$ cat src/hdl/multi_timer_table_top_defines.svh
// Assertion macros shared by the timer table RTL
`ifndef MULTI_TIMER_TABLE_TOP_DEFINES_SVH
`define MULTI_TIMER_TABLE_TOP_DEFINES_SVH
// implication assertion under synchronous reset
`define MTT_ASSERT_IMP(lbl, clk, rst_n, ante, cons, msg) \
    lbl: assert property (@(posedge clk) disable iff (!rst_n) (ante) |-> (cons)) \
        else $error(msg);
// next-cycle implication assertion
`define MTT_ASSERT_NXT(lbl, clk, rst_n, ante, cons, msg) \
    lbl: assert property (@(posedge clk) disable iff (!rst_n) (ante) |=> (cons)) \
        else $error(msg);
`endif

$ cat src/hdl/mtt_pkg.sv
// ----------------------------------------------------------------------------
// mtt_pkg: timer table shared types and codes
// Command, kind and status codes plus the sequencer state encoding.
// ----------------------------------------------------------------------------
`default_nettype none
package mtt_pkg;
    localparam logic [2:0] CMD_TICK    = 3'd0;
    localparam logic [2:0] CMD_ADD_ONE = 3'd1;
    localparam logic [2:0] CMD_ADD_PER = 3'd2;
    localparam logic [2:0] CMD_DESTROY = 3'd3;
    localparam logic [2:0] CMD_PAUSE   = 3'd4;
    localparam logic [2:0] CMD_RESUME  = 3'd5;
    localparam logic [2:0] CMD_RESET   = 3'd6;
    localparam logic [2:0] CMD_UNUSED  = 3'd7;

    localparam logic [1:0] KIND_STATUS = 2'd0;
    localparam logic [1:0] KIND_EXPIRY = 2'd1;
    localparam logic [1:0] KIND_NOEXP  = 2'd2;

    localparam logic [1:0] ST_OK       = 2'd0;
    localparam logic [1:0] ST_NOTFOUND = 2'd1;
    localparam logic [1:0] ST_FULL     = 2'd2;

    // most expiries reported for one tick; further ones are applied silently
    localparam int MAX_RESULTS = 16;

    typedef enum logic [3:0] {
        S_IDLE  = 4'b0001,
        S_READ  = 4'b0010,
        S_EVAL  = 4'b0100,
        S_OUT   = 4'b1000
    } t_state;

    typedef struct packed {
        logic [1:0]  kind;
        logic [1:0]  status;
        logic [15:0] id;
        logic        last;
    } t_result;
endpackage
`default_nettype wire

$ cat src/hdl/mtt_out_reg.sv
// ----------------------------------------------------------------------------
// mtt_out_reg: result output register
// Holds one result transaction until the receiver takes it.
// ----------------------------------------------------------------------------
`default_nettype none
`include "multi_timer_table_top_defines.svh"
module mtt_out_reg (
    input  wire logic            i_clk,
    input  wire logic            i_rst_n,
    input  wire logic            i_load,
    input  wire mtt_pkg::t_result i_res,
    output logic                 o_full,
    output logic                 o_valid,
    input  wire logic            i_ready,
    output mtt_pkg::t_result     o_res
);
    logic             r_valid;
    mtt_pkg::t_result r_res;

    // load when empty, drain on handshake
    always_ff @(posedge i_clk) begin
        if (!i_rst_n) begin
            r_valid <= 1'b0;
        end else if (i_load) begin
            r_valid <= 1'b1;
        end else if (i_ready) begin
            r_valid <= 1'b0;
        end
    end

    always_ff @(posedge i_clk) begin
        if (i_load) begin
            r_res <= i_res;
        end
    end

    assign o_full  = r_valid;
    assign o_valid = r_valid;
    assign o_res   = r_res;

    `MTT_ASSERT_IMP(a_no_overwrite, i_clk, i_rst_n, i_load, !r_valid, "load while full")
    `MTT_ASSERT_NXT(a_hold, i_clk, i_rst_n, r_valid && !i_ready, r_valid && $stable(r_res),
        "stalled result changed")
    `MTT_ASSERT_IMP(a_kind_ok, i_clk, i_rst_n, r_valid, r_res.kind <= mtt_pkg::KIND_NOEXP,
        "bad kind")
endmodule
`default_nettype wire

$ cat src/hdl/multi_timer_table_top.sv
// ----------------------------------------------------------------------------
// multi_timer_table_top: table of one-shot and periodic timers
// Slot sweep sequencer sharing one increment/compare unit over all slots.
// ----------------------------------------------------------------------------
// Usage:
//   Input channel (i_valid/o_ready) carries one command transaction: cmd,
//   target_id, duration. Output channel (o_valid/i_ready) returns results:
//   kind, status, result_id, last; last marks the final result of a command.
//   Every command walks the slot table one slot per pass; each pass has a
//   read state (memory read) and an eval state (increment/compare and write
//   back). The final result is loaded into the output register after the
//   sweep, and the next command is taken once that result has entered it.
//   Each expiry is held until the next one is found, so that last lands on
//   the final one; the sweep halts while a result waits to enter a full
//   output register.
//   o_ready is high only while the sequencer is idle with nothing pending.
//   Reset clears the valid/running/periodic flags and the id counter; slot
//   ids, durations and elapsed counts are not cleared (gated by valid bits).
//   A stalled receiver holds results and stalls the sweep; nothing is lost.
// ----------------------------------------------------------------------------
`default_nettype none
`include "multi_timer_table_top_defines.svh"
module multi_timer_table_top #(
    parameter int NUM_SLOTS = 16,
    parameter int TIME_BITS = 32
) (
    input  wire logic        i_clk,
    input  wire logic        i_rst_n,
    input  wire logic        i_valid,
    output logic             o_ready,
    input  wire logic [2:0]  i_cmd,
    input  wire logic [15:0] i_target_id,
    input  wire logic [31:0] i_duration,
    output logic             o_valid,
    input  wire logic        i_ready,
    output logic [1:0]       o_kind,
    output logic [1:0]       o_status,
    output logic [15:0]      o_result_id,
    output logic             o_last
);
    localparam int IW = (NUM_SLOTS > 1) ? $clog2(NUM_SLOTS) : 1;
    localparam int CW = $clog2(mtt_pkg::MAX_RESULTS + 1);
    localparam logic [TIME_BITS-1:0] TMAX = {TIME_BITS{1'b1}};

    // flags in flops, payload in memories
    logic [NUM_SLOTS-1:0] r_valid, r_run, r_per;
    logic [15:0]          mem_id  [NUM_SLOTS];
    logic [TIME_BITS-1:0] mem_dur [NUM_SLOTS];
    logic [TIME_BITS-1:0] mem_el  [NUM_SLOTS];
    logic [15:0]          r_rd_id;
    logic [TIME_BITS-1:0] r_rd_dur, r_rd_el;

    mtt_pkg::t_state  r_state;
    logic [IW-1:0]    r_idx;
    logic [2:0]       r_cmd;
    logic [15:0]      r_tid, r_next_id;
    logic [TIME_BITS-1:0] r_dur;
    logic             r_any;
    logic             r_pend;
    mtt_pkg::t_result r_pres;
    mtt_pkg::t_result r_held;
    logic [CW-1:0]    r_cnt;

    logic             load, ofull;
    mtt_pkg::t_result ores;

    logic last_idx;
    assign last_idx = (r_idx == IW'(NUM_SLOTS - 1));

    // shared unit: saturating increment and compare
    logic [TIME_BITS-1:0] inc_el;
    logic                 expire, hit, live, rep;
    assign live   = r_valid[r_idx] && r_run[r_idx];
    assign inc_el = (r_rd_el < TMAX) ? r_rd_el + 1'b1 : r_rd_el;
    assign expire = live && (inc_el >= r_rd_dur);
    assign hit    = r_valid[r_idx] && (r_rd_id == r_tid);
    assign rep    = (r_cnt < CW'(mtt_pkg::MAX_RESULTS));

    logic [NUM_SLOTS-1:0] free_v;
    logic                 r_full_seen;
    assign free_v = ~r_valid;

    logic is_tick, is_add, is_id;
    assign is_tick = (r_cmd == mtt_pkg::CMD_TICK);
    assign is_add  = (r_cmd == mtt_pkg::CMD_ADD_ONE) || (r_cmd == mtt_pkg::CMD_ADD_PER);
    assign is_id   = !is_tick && !is_add;

    assign load   = r_pend && !ofull;
    assign ores   = r_pres;
    assign o_ready = (r_state == mtt_pkg::S_IDLE) && !r_pend;

    // payload memory: registered read, one write port
    always_ff @(posedge i_clk) begin
        r_rd_id  <= mem_id[r_idx];
        r_rd_dur <= mem_dur[r_idx];
        r_rd_el  <= mem_el[r_idx];
        if (r_state == mtt_pkg::S_EVAL && !r_pend) begin
            if (is_tick && live) begin
                mem_el[r_idx] <= expire ? '0 : inc_el;
            end else if (is_add && free_v[r_idx] && !r_full_seen) begin
                mem_id[r_idx]  <= r_next_id + 16'd1;
                mem_dur[r_idx] <= r_dur;
                mem_el[r_idx]  <= '0;
            end else if (is_id && hit && !r_full_seen && r_cmd == mtt_pkg::CMD_RESET) begin
                mem_el[r_idx]  <= '0;
                mem_dur[r_idx] <= r_dur;
            end
        end
    end

    // sequencer; r_full_seen doubles as "already done" for add and lookup
    always_ff @(posedge i_clk) begin
        if (!i_rst_n) begin
            r_state     <= mtt_pkg::S_IDLE;
            r_valid     <= '0;
            r_run       <= '0;
            r_per       <= '0;
            r_next_id   <= '0;
            r_pend      <= 1'b0;
            r_idx       <= '0;
            r_any       <= 1'b0;
            r_cnt       <= '0;
            r_full_seen <= 1'b0;
        end else begin
            if (load) r_pend <= 1'b0;
            unique case (r_state)
                mtt_pkg::S_IDLE: begin
                    if (i_valid && o_ready && i_cmd != mtt_pkg::CMD_UNUSED) begin
                        r_cmd       <= i_cmd;
                        r_tid       <= i_target_id;
                        r_dur       <= TIME_BITS'(i_duration);
                        r_idx       <= '0;
                        r_any       <= 1'b0;
                        r_cnt       <= '0;
                        r_full_seen <= 1'b0;
                        r_state     <= mtt_pkg::S_READ;
                    end
                end
                mtt_pkg::S_READ: r_state <= mtt_pkg::S_EVAL;
                mtt_pkg::S_EVAL: begin
                    if (!r_pend) begin
                        if (is_tick && live && expire) begin
                            if (!r_per[r_idx]) r_valid[r_idx] <= 1'b0;
                            // send the held expiry, hold this one
                            if (rep) begin
                                r_cnt  <= r_cnt + 1'b1;
                                r_any  <= 1'b1;
                                r_pend <= r_any;
                                r_pres <= r_held;
                                r_held <= '{mtt_pkg::KIND_EXPIRY, mtt_pkg::ST_OK,
                                            r_rd_id, 1'b0};
                            end
                        end else if (is_add && free_v[r_idx] && !r_full_seen) begin
                            r_full_seen       <= 1'b1;
                            r_valid[r_idx]    <= 1'b1;
                            r_run[r_idx]      <= 1'b1;
                            r_per[r_idx]      <= (r_cmd == mtt_pkg::CMD_ADD_PER);
                            r_next_id         <= r_next_id + 16'd1;
                            r_pres <= '{mtt_pkg::KIND_STATUS, mtt_pkg::ST_OK,
                                        r_next_id + 16'd1, 1'b1};
                        end else if (is_id && hit && !r_full_seen) begin
                            r_full_seen <= 1'b1;
                            if (r_cmd == mtt_pkg::CMD_DESTROY) r_valid[r_idx] <= 1'b0;
                            if (r_cmd == mtt_pkg::CMD_PAUSE)   r_run[r_idx] <= 1'b0;
                            if (r_cmd == mtt_pkg::CMD_RESUME)  r_run[r_idx] <= 1'b1;
                            r_pres <= '{mtt_pkg::KIND_STATUS, mtt_pkg::ST_OK, r_tid, 1'b1};
                        end
                        if (last_idx) begin
                            r_state <= mtt_pkg::S_OUT;
                        end else begin
                            r_idx   <= r_idx + 1'b1;
                            r_state <= mtt_pkg::S_READ;
                        end
                    end
                end
                mtt_pkg::S_OUT: begin
                    if (!r_pend) begin
                        r_pend  <= 1'b1;
                        r_state <= mtt_pkg::S_IDLE;
                        if (is_tick) begin
                            // final held expiry goes out with last set
                            if (r_any)
                                r_pres <= '{r_held.kind, r_held.status, r_held.id, 1'b1};
                            else
                                r_pres <= '{mtt_pkg::KIND_NOEXP, mtt_pkg::ST_OK, 16'd0, 1'b1};
                        end else if (!r_full_seen) begin
                            if (is_add)
                                r_pres <= '{mtt_pkg::KIND_STATUS, mtt_pkg::ST_FULL, 16'd0, 1'b1};
                            else
                                r_pres <= '{mtt_pkg::KIND_STATUS, mtt_pkg::ST_NOTFOUND,
                                            r_tid, 1'b1};
                        end
                    end
                end
                default: r_state <= mtt_pkg::S_IDLE;
            endcase
        end
    end

    mtt_out_reg u_out (
        .i_clk  (i_clk),
        .i_rst_n(i_rst_n),
        .i_load (load),
        .i_res  (ores),
        .o_full (ofull),
        .o_valid(o_valid),
        .i_ready(i_ready),
        .o_res  ({o_kind, o_status, o_result_id, o_last})
    );

    `MTT_ASSERT_IMP(a_ready_idle, i_clk, i_rst_n, o_ready, r_state == mtt_pkg::S_IDLE,
        "ready outside idle")
    `MTT_ASSERT_NXT(a_accept, i_clk, i_rst_n, i_valid && o_ready && i_cmd != mtt_pkg::CMD_UNUSED,
        r_state == mtt_pkg::S_READ, "accepted command not started")
    `MTT_ASSERT_IMP(a_idx, i_clk, i_rst_n, r_state != mtt_pkg::S_IDLE,
        r_idx <= IW'(NUM_SLOTS - 1), "slot index out of range")
endmodule
`default_nettype wire

$ cat config.mk
export PLATFORM = sky130hd
export DESIGN_NAME = multi_timer_table_top
export DESIGN_NICKNAME = d
export VERILOG_FILES = /design/src/hdl/mtt_pkg.sv /design/src/hdl/mtt_out_reg.sv /design/src/hdl/multi_timer_table_top.sv
export VERILOG_INCLUDE_DIRS = /design/src /design/src/hdl
export SDC_FILE = /design/constraint.sdc
export NUM_CORES = 2
export LEC_CHECK = 0
export ABC_CLOCK_PERIOD_IN_PS = 7000
export BUFFER_PORTS_ARGS = -buffer_cell sky130_fd_sc_hd__clkbuf_2
export CAP_MARGIN = 20
export CORE_MARGIN = 1
export CORE_UTILIZATION = 55
export DETAILED_ROUTE_END_ITERATION = 16
export HOLD_SLACK_MARGIN = 0.12
export PLACE_DENSITY_LB_ADDON = 0.3
export SYNTH_ARGS = -nofsm -noshare
export SYNTH_HDL_FRONTEND = slang
export SYNTH_SLANG_ARGS = --single-unit
$ cat constraint.sdc
create_clock -name i_clk -period 7 [get_ports i_clk]
set_clock_uncertainty 0.2 [all_clocks]
set_input_delay 0.7 -clock i_clk [delete_from_list [all_inputs] [get_ports i_clk]]
set_output_delay 0.7 -clock i_clk [all_outputs]
set_load 0.05 [all_outputs]
After elaboration in Yosys (flattened, before gate mapping):

Memories as Yosys holds them, arrays and structs flattened. A register that Yosys moved wholly into a read port is not among the register bits.
Cells that the tools add are included.

* register bits: 190
* bits in writable memories: 1280
* input port bits: 55
* output and inout bits: 23
* memories: 3

Memory list
* mem_dur: words 16, bits a word 32, read ports 1, clocked after Yosys merged registers in 1, write ports 1, line multi_timer_table_top.sv:48 `logic [TIME_BITS-1:0] mem_dur [NUM_SLOTS];`
* mem_el: words 16, bits a word 32, read ports 1, clocked after Yosys merged registers in 1, write ports 1, line multi_timer_table_top.sv:49 `logic [TIME_BITS-1:0] mem_el [NUM_SLOTS];`
* mem_id: words 16, bits a word 16, read ports 1, clocked after Yosys merged registers in 1, write ports 1, line multi_timer_table_top.sv:47 `logic [15:0] mem_id [NUM_SLOTS];`

* $add $sub $neg: 4
* $lt $le $gt $ge: 5
* eq/ne operators: 25
* multiplexer cells: 86
* bitwise logic cells: 12
* reductions and logical operators: 40

Operator list (number)
* 2-to-1 mux 16 bit: 15
* 2-to-1 mux 21 bit: 9
* 2-to-1 mux 32 bit: 5
* bitwise OR 16 bit: 3
* case mux 21 bit (2 select lines): 1
* adder 32 x 1 -> 32 bit, second input constant: 1
* bitwise AND 16 bit: 2
* greater-or-equal comparator 32 bit: 1
* less-than comparator 32 bit, second input constant: 1
* 2-to-1 mux 1 bit: 32
* inverter 16 bit: 2
* 2-to-1 mux 4 bit: 7
* 2-to-1 mux 5 bit: 4
* AND reduction 5 bit: 4
* 2-to-1 mux 19 bit: 1
* logical AND 1 bit: 17
* adder 16 x 1 -> 16 bit, second input constant: 1
* binary-select mux 1 bit (select 4 bit): 4
* bitwise mux 16 bit: 1
* == test 16 bit: 1
* case mux 4 bit (4 select lines): 1
* != test 2 bit, second input constant: 6
* AND reduction 4 bit: 3
* case mux 5 bit (2 select lines): 1
* 28 further kinds: 49

Depth between registers and ports, before layout:

* word-level depth: 17
* depth in mapped cells: 18
* mapped depth without buffers: 15

Cells and area by module:

Synthesis repeated with hierarchy kept, for this count alone.

* cells, all modules: 2840
* area, all modules: 59522.1 µm²

By module, submodules not included
* multi_timer_table_top: instances 1, cells an instance 2815, area an instance 58842.7 µm², sequential area each 44282.5 µm²
* mtt_out_reg: instances 1, cells an instance 25, area an instance 679.4 µm², sequential area each 650.6 µm²

Worst setup path before layout:

OpenSTA, ideal clock, no wires.

* path kind: register -> register
* start: register r_rd_el[11], read port of mem_el
* end: register r_pres (netlist bit ores[0]) (enable)
* setup time: 0.435 ns
* data arrival time: 5.428 ns
* slack: 0.937 ns
* cell stages (with the launch flop): 18
* path through: dfxtp_1 > nand4_1 > or4_1 > buf_2 > nor3_2 > or2_1 > buf_2 > nor3_1 > xor2_1 > ha_1 > nand4_1 > or4_1 > o22ai_1 > o211ai_1 > a21o_1 > buf_4 > mux2_2 > a221oi_1

* longest elaborated chain between the ends: 7

RTL lines
* from (decl): line multi_timer_table_top.sv:51 `logic [TIME_BITS-1:0] r_rd_dur, r_rd_el;`
* adder 32 x 1 -> 32 bit or less-than comparator 32 bit (tied branches): line multi_timer_table_top.sv:74 `assign inc_el = (r_rd_el < TMAX) ? r_rd_el + 1'b1 : r_rd_el;`
* 2-to-1 mux 32 bit (*): line multi_timer_table_top.sv:74
* greater-or-equal comparator 32 bit (*): line multi_timer_table_top.sv:75 `assign expire = live && (inc_el >= r_rd_dur);`
* logical AND 1 bit (*): line multi_timer_table_top.sv:75
* logical AND 1 bit (*): line multi_timer_table_top.sv:142 `if (is_tick && live && expire) begin`
* != test 4 x 1 -> 1 bit (no source line) or != test 3 bit (tied branches)
* AND reduction 7 bit (no source line) (*)
* to (signal assigned): line multi_timer_table_top.sv:149 `r_pres <= r_held;`
* to (signal assigned): line multi_timer_table_top.sv:159 `r_pres <= '{mtt_pkg::KIND_STATUS, mtt_pkg::ST_OK,`
* to (signal assigned): line multi_timer_table_top.sv:166 `r_pres <= '{mtt_pkg::KIND_STATUS, mtt_pkg::ST_OK, r_tid, 1'b1};`
* to (decl): line multi_timer_table_top.sv:60 `mtt_pkg::t_result r_pres;`

Mark *: on every way between the ends. The rest lies on a longest branch, timed or not.
A chain may end at the register's enable or synchronous reset.

Worst setup path after layout:

* start: register r_rd_el[11], read port of mem_el
* end: memory mem_el[7][6], data pin

* longest elaborated chain between the ends: 7

RTL lines
* adder 32 x 1 -> 32 bit or less-than comparator 32 bit (tied branches): line multi_timer_table_top.sv:74
* 2-to-1 mux 32 bit (*): line multi_timer_table_top.sv:74
* greater-or-equal comparator 32 bit: line multi_timer_table_top.sv:75
* logical AND 1 bit: line multi_timer_table_top.sv:75
* 2-to-1 mux 32 bit (*): line multi_timer_table_top.sv:99 `mem_el[r_idx] <= expire ? '0 : inc_el;`
* 2-to-1 mux 32 bit (no source line) (*) (2 in a row)
* to (decl): line multi_timer_table_top.sv:49

Marked as above.

==> summary.json <==
{
  "run_status": "complete, no violations",
  "multi_input_comb_area_um2": 14000,
  "arrival_ns": 6.29,
  "antenna_violating_nets_post_route": 0,
  "gpl.final_weighted_congestion": 0.887,
  "path_max_fanout": 16,
  "use_met2_pct": 41.7,
  "post_layout_inst_area_um2": 67600,
  "synth.distinct_cells": 67,
  "io-pin-count": 78,
  "hp-class": "primary input to register",
  "ctsRootBufferMaster": "sky130_fd_sc_hd__clkbuf_16",
  "ys_top_cells_by_area": "sky130_fd_sc_hd__edfxtp_1, sky130_fd_sc_hd__mux4_2, sky130_fd_sc_hd__dfxtp_1, sky130_fd_sc_hd__ha_1, sky130_fd_sc_hd__nor2_1",
  "min_from": "i_valid",
  "remaining_drc_errors": 0,
  "yosys_most_used_dff": "sky130_fd_sc_hd__edfxtp_1",
  "path_clk_slew_ns": 0.06,
  "io_buffer_count": 77,
  "post-synth-top-area-cell": "sky130_fd_sc_hd__edfxtp_1",
  "cp_data_required_time_ns": 7.21,
  "power_density_nw_per_um2": 285,
  "postSynth.asyncResetShare_pct": 0,
  "grt_setup_unrepaired": "false",
  "cts.repair_timing.setup_buffer_count": 0,
  "start_kind": "register",
  "min_period_ns": 6.08,
  "layout.cells.most_common": "sky130_fd_sc_hd__edfxtp_1",
  "yosysWarningCount": 0,
  "dr.first_iter.drc_count": 3357,
  "vias": 29600,
  "total_cts_buffers": 152,
  "finalSetupViolations": 0,
  "grt_max_degree": 67,
  "tritoncts": "yes",
  "synth-seq-cells": 1550,
  "ys_seq_area_share_pct": 75.5,
  "design.die.area_um2": 110000,
  "number_of_antenna_violations_at_the_first_check_in_global_routing": 2,
  "synth-edff-count": 1389,
  "flow.area_growth_from_synthesis_pct": 13.6,
  "power.static_leakage_uw": 0.0212,
  "syn_area_um2": 59500,
  "wire_length_of_the_first_global_routing_pass_um": 198000,
  "route.final.wire_length_um": 135000,
  "floorplan.die.height_um": 331,
  "regArea_um2": 44900,
  "grt-busiest-layer": "met2",
  "floorplan.initialDensity_pct": 55.5,
  "number_of_instances_in_the_synthesized_netlist": 2872,
  "whs_endpoint": "r_any",
  "die_w_um": 331,
  "max-clock-path-buffers": 3,
  "cts.htree.levels": 4,
  "clock_sinks": 1550,
  "depth_of_the_worst_hold_timing_path": 3,
  "synth_largest_type_area_fraction_pct": 70.1,
  "total_overflow_reported_by_the_global_router": 0,
  "worstSkewPairLatency_ns": 0.75,
  "postSynthNetCount": 2966,
  "first_global_vias": 30500,
  "critical_path.endpoint_type": "register",
  "ff2ff_path_depth": 15,
  "final_hold_vio_count": 0,
  "layout-drive-gt1-share_pct": 27.5,
  "grt_util_met3_pct": 3.44,
  "highest_count_cells_in_the_layout_ignoring_fill_and_taps": "sky130_fd_sc_hd__edfxtp_1, sky130_fd_sc_hd__mux4_2, sky130_fd_sc_hd__clkbuf_16",
  "setup_tns_ns": 0,
  "routed_via_density": 6.38,
  "final.period_utilization_pct": 86.9,
  "gr_usage_total_pct": 25.2,
  "crit-reg2reg-launch": "r_rd_el[11]",
  "ir_worst_vdd_uv": 331,
  "worst-slew-pin-transition_ns": 1.18,
  "design.core.area_um2": 107000,
  "timing.fmax_ghz": 0.164,
  "placed_cell_area_um2": 62000,
  "drt-wirelength-per-cell_um": 29.0,
  "num_antenna_cells": 0,
  "average_instance_area_after_synthesis_um2": 20.7,
  "hpwlAfterDp_um": 76800,
  "cap_viol_max_count": 0,
  "grt.met1_usage_pct": 35.4,
  "timing.max_slew.rel_slack_pct": 21.1,
  "rows": 120,
  "rrSetupSlack_ns": 0.92,
  "critical_path_class": "register to register",
  "r2r-end": "mem_el[7][6]",
  "drtPass1Iterations": 6,
  "total_power_uw": 19300,
  "drv_slew": 0,
  "finish.net_count": 3200,
  "final.fill_count": 7124
}
## repair_timing
action | in CTS | in global routing
endpoints found under the hold margin | 52 | 0
endpoints found under the setup margin | 0 | 0
resized for setup | 0 | 0
hold buffers | 52 | 0
## how the worst max path moves through the flow
stage | startpoint | end | slack [ns]
2_1_floorplan | r_rd_el[11] | ores[0] | 0.94
3_3_place_gp | r_rd_el[11] | mem_el[4][18] | 1.28
3_5_place_dp | r_rd_el[11] | mem_el[1][6] | 1.06
4_1_cts | r_rd_el[11] | mem_el[7][6] | 0.99
5_1_grt | r_rd_el[11] | mem_el[10][29] | 0.60
6_report | r_rd_el[11] | mem_el[7][6] | 0.92
## routing by layer
metal / vias up / share of wire [%]
met5: - / 0
met4: 0 / 2.3
met3: 231 / 7.0
met2: 1387 / 50
met1: 15600 / 40
li1: 12300 / -
## synth_stat cells (3+ instances only)
cell type	number
sky130_fd_sc_hd__dfxtp_1	161
sky130_fd_sc_hd__nand2b_1	7
sky130_fd_sc_hd__buf_1	19
sky130_fd_sc_hd__xor2_1	34
sky130_fd_sc_hd__a311oi_1	13
sky130_fd_sc_hd__xnor2_1	40
sky130_fd_sc_hd__nor3b_1	4
sky130_fd_sc_hd__a21oi_1	55
sky130_fd_sc_hd__nand3_1	36
sky130_fd_sc_hd__a2111oi_0	12
sky130_fd_sc_hd__nand4_1	24
sky130_fd_sc_hd__nor2b_1	27
sky130_fd_sc_hd__clkbuf_1	89
sky130_fd_sc_hd__a31oi_1	8
sky130_fd_sc_hd__nand2_1	97
sky130_fd_sc_hd__edfxtp_1	1389
sky130_fd_sc_hd__o21a_1	4
sky130_fd_sc_hd__and2_1	6
sky130_fd_sc_hd__ha_1	39
sky130_fd_sc_hd__or3_1	8
sky130_fd_sc_hd__nor2_1	108
sky130_fd_sc_hd__buf_2	40
sky130_fd_sc_hd__mux2_2	3
sky130_fd_sc_hd__or4_1	6
sky130_fd_sc_hd__a211oi_1	8
sky130_fd_sc_hd__nor4_1	9
sky130_fd_sc_hd__mux4_2	412
sky130_fd_sc_hd__inv_1	47
sky130_fd_sc_hd__a21o_1	7
sky130_fd_sc_hd__nor3_1	19
sky130_fd_sc_hd__a221oi_1	3
sky130_fd_sc_hd__a221o_1	16
sky130_fd_sc_hd__and3_1	30
sky130_fd_sc_hd__o21ai_0	42
sky130_fd_sc_hd__o211ai_1	4
sky130_fd_sc_hd__nand3b_1	4
## cell families after synthesis
logic type | count (synthesis) | share of synthesized area [%]
mux | 416 | 15.7
flops | 1550 | 75.5
compound gates | 191 | 2.16
buf+inv | 199 | 1.38
xor+xnor | 74 | 1.09
simple gates | 403 | 3.38
fa+ha+maj | 39 | 0.820
## critical path: stages, from the launching register on
cell                       delay [ns]
sky130_fd_sc_hd__dfxtp_1         0.39
sky130_fd_sc_hd__nand4_1         0.24
sky130_fd_sc_hd__or4_1           0.69
sky130_fd_sc_hd__o31ai_1         0.60
sky130_fd_sc_hd__nor2_1          0.16
sky130_fd_sc_hd__and3_1          0.23
sky130_fd_sc_hd__xor2_1          0.21
sky130_fd_sc_hd__ha_1            0.29
sky130_fd_sc_hd__a21o_1          0.19
sky130_fd_sc_hd__a31oi_1         0.22
sky130_fd_sc_hd__o211ai_1        0.12
sky130_fd_sc_hd__o211ai_1        0.43
sky130_fd_sc_hd__a21o_1          0.43
sky130_fd_sc_hd__nand2_1         0.24
sky130_fd_sc_hd__buf_4           0.32
sky130_fd_sc_hd__nor2b_1         0.77
## per-stage QoR
stage          setup slack, ns  util (%)  hold slack [ns]  cells
2_1_floorplan            0.937         -            0.200   2872
3_3_place_gp              1.28      57.8            0.205   4286
3_5_place_dp              1.06      57.8            0.211   4287
4_1_cts                  0.990      62.9            0.128   4619
5_1_grt                  0.596      63.1            0.174   4635
6_report                 0.919      63.1            0.181   4635
## power by group
| part | internal, uW | switching [uW] |
|---|---|---|
| clock | 4600 | 3390 |
| combinational | 394 | 507 |
| sequential | 10200 | 159 |
| total | 15200 | 4060 |
## state kept, by name, indices dropped and copies added (netlist names), 21 cells and up, named ones only
name / cells
r_rd_el: 32
mem_id: 256
r_dur: 32
ores: 21
mem_el: 512
r_rd_dur: 32
u_out.o_res: 21
mem_dur: 512
## layout make-up
class / instances / share of cell area, %
Tap cell: 1403 / 2.60
Sequential cell: 1550 / 66.5
Inverter: 47 / 0.261
Timing Repair Buffer: 232 / 2.59
Multi-Input combinational cell: 1123 / 20.8
Clock inverter: 72 / 0.840
Clock buffer: 208 / 6.45
(Power assumes the default switching activity.)
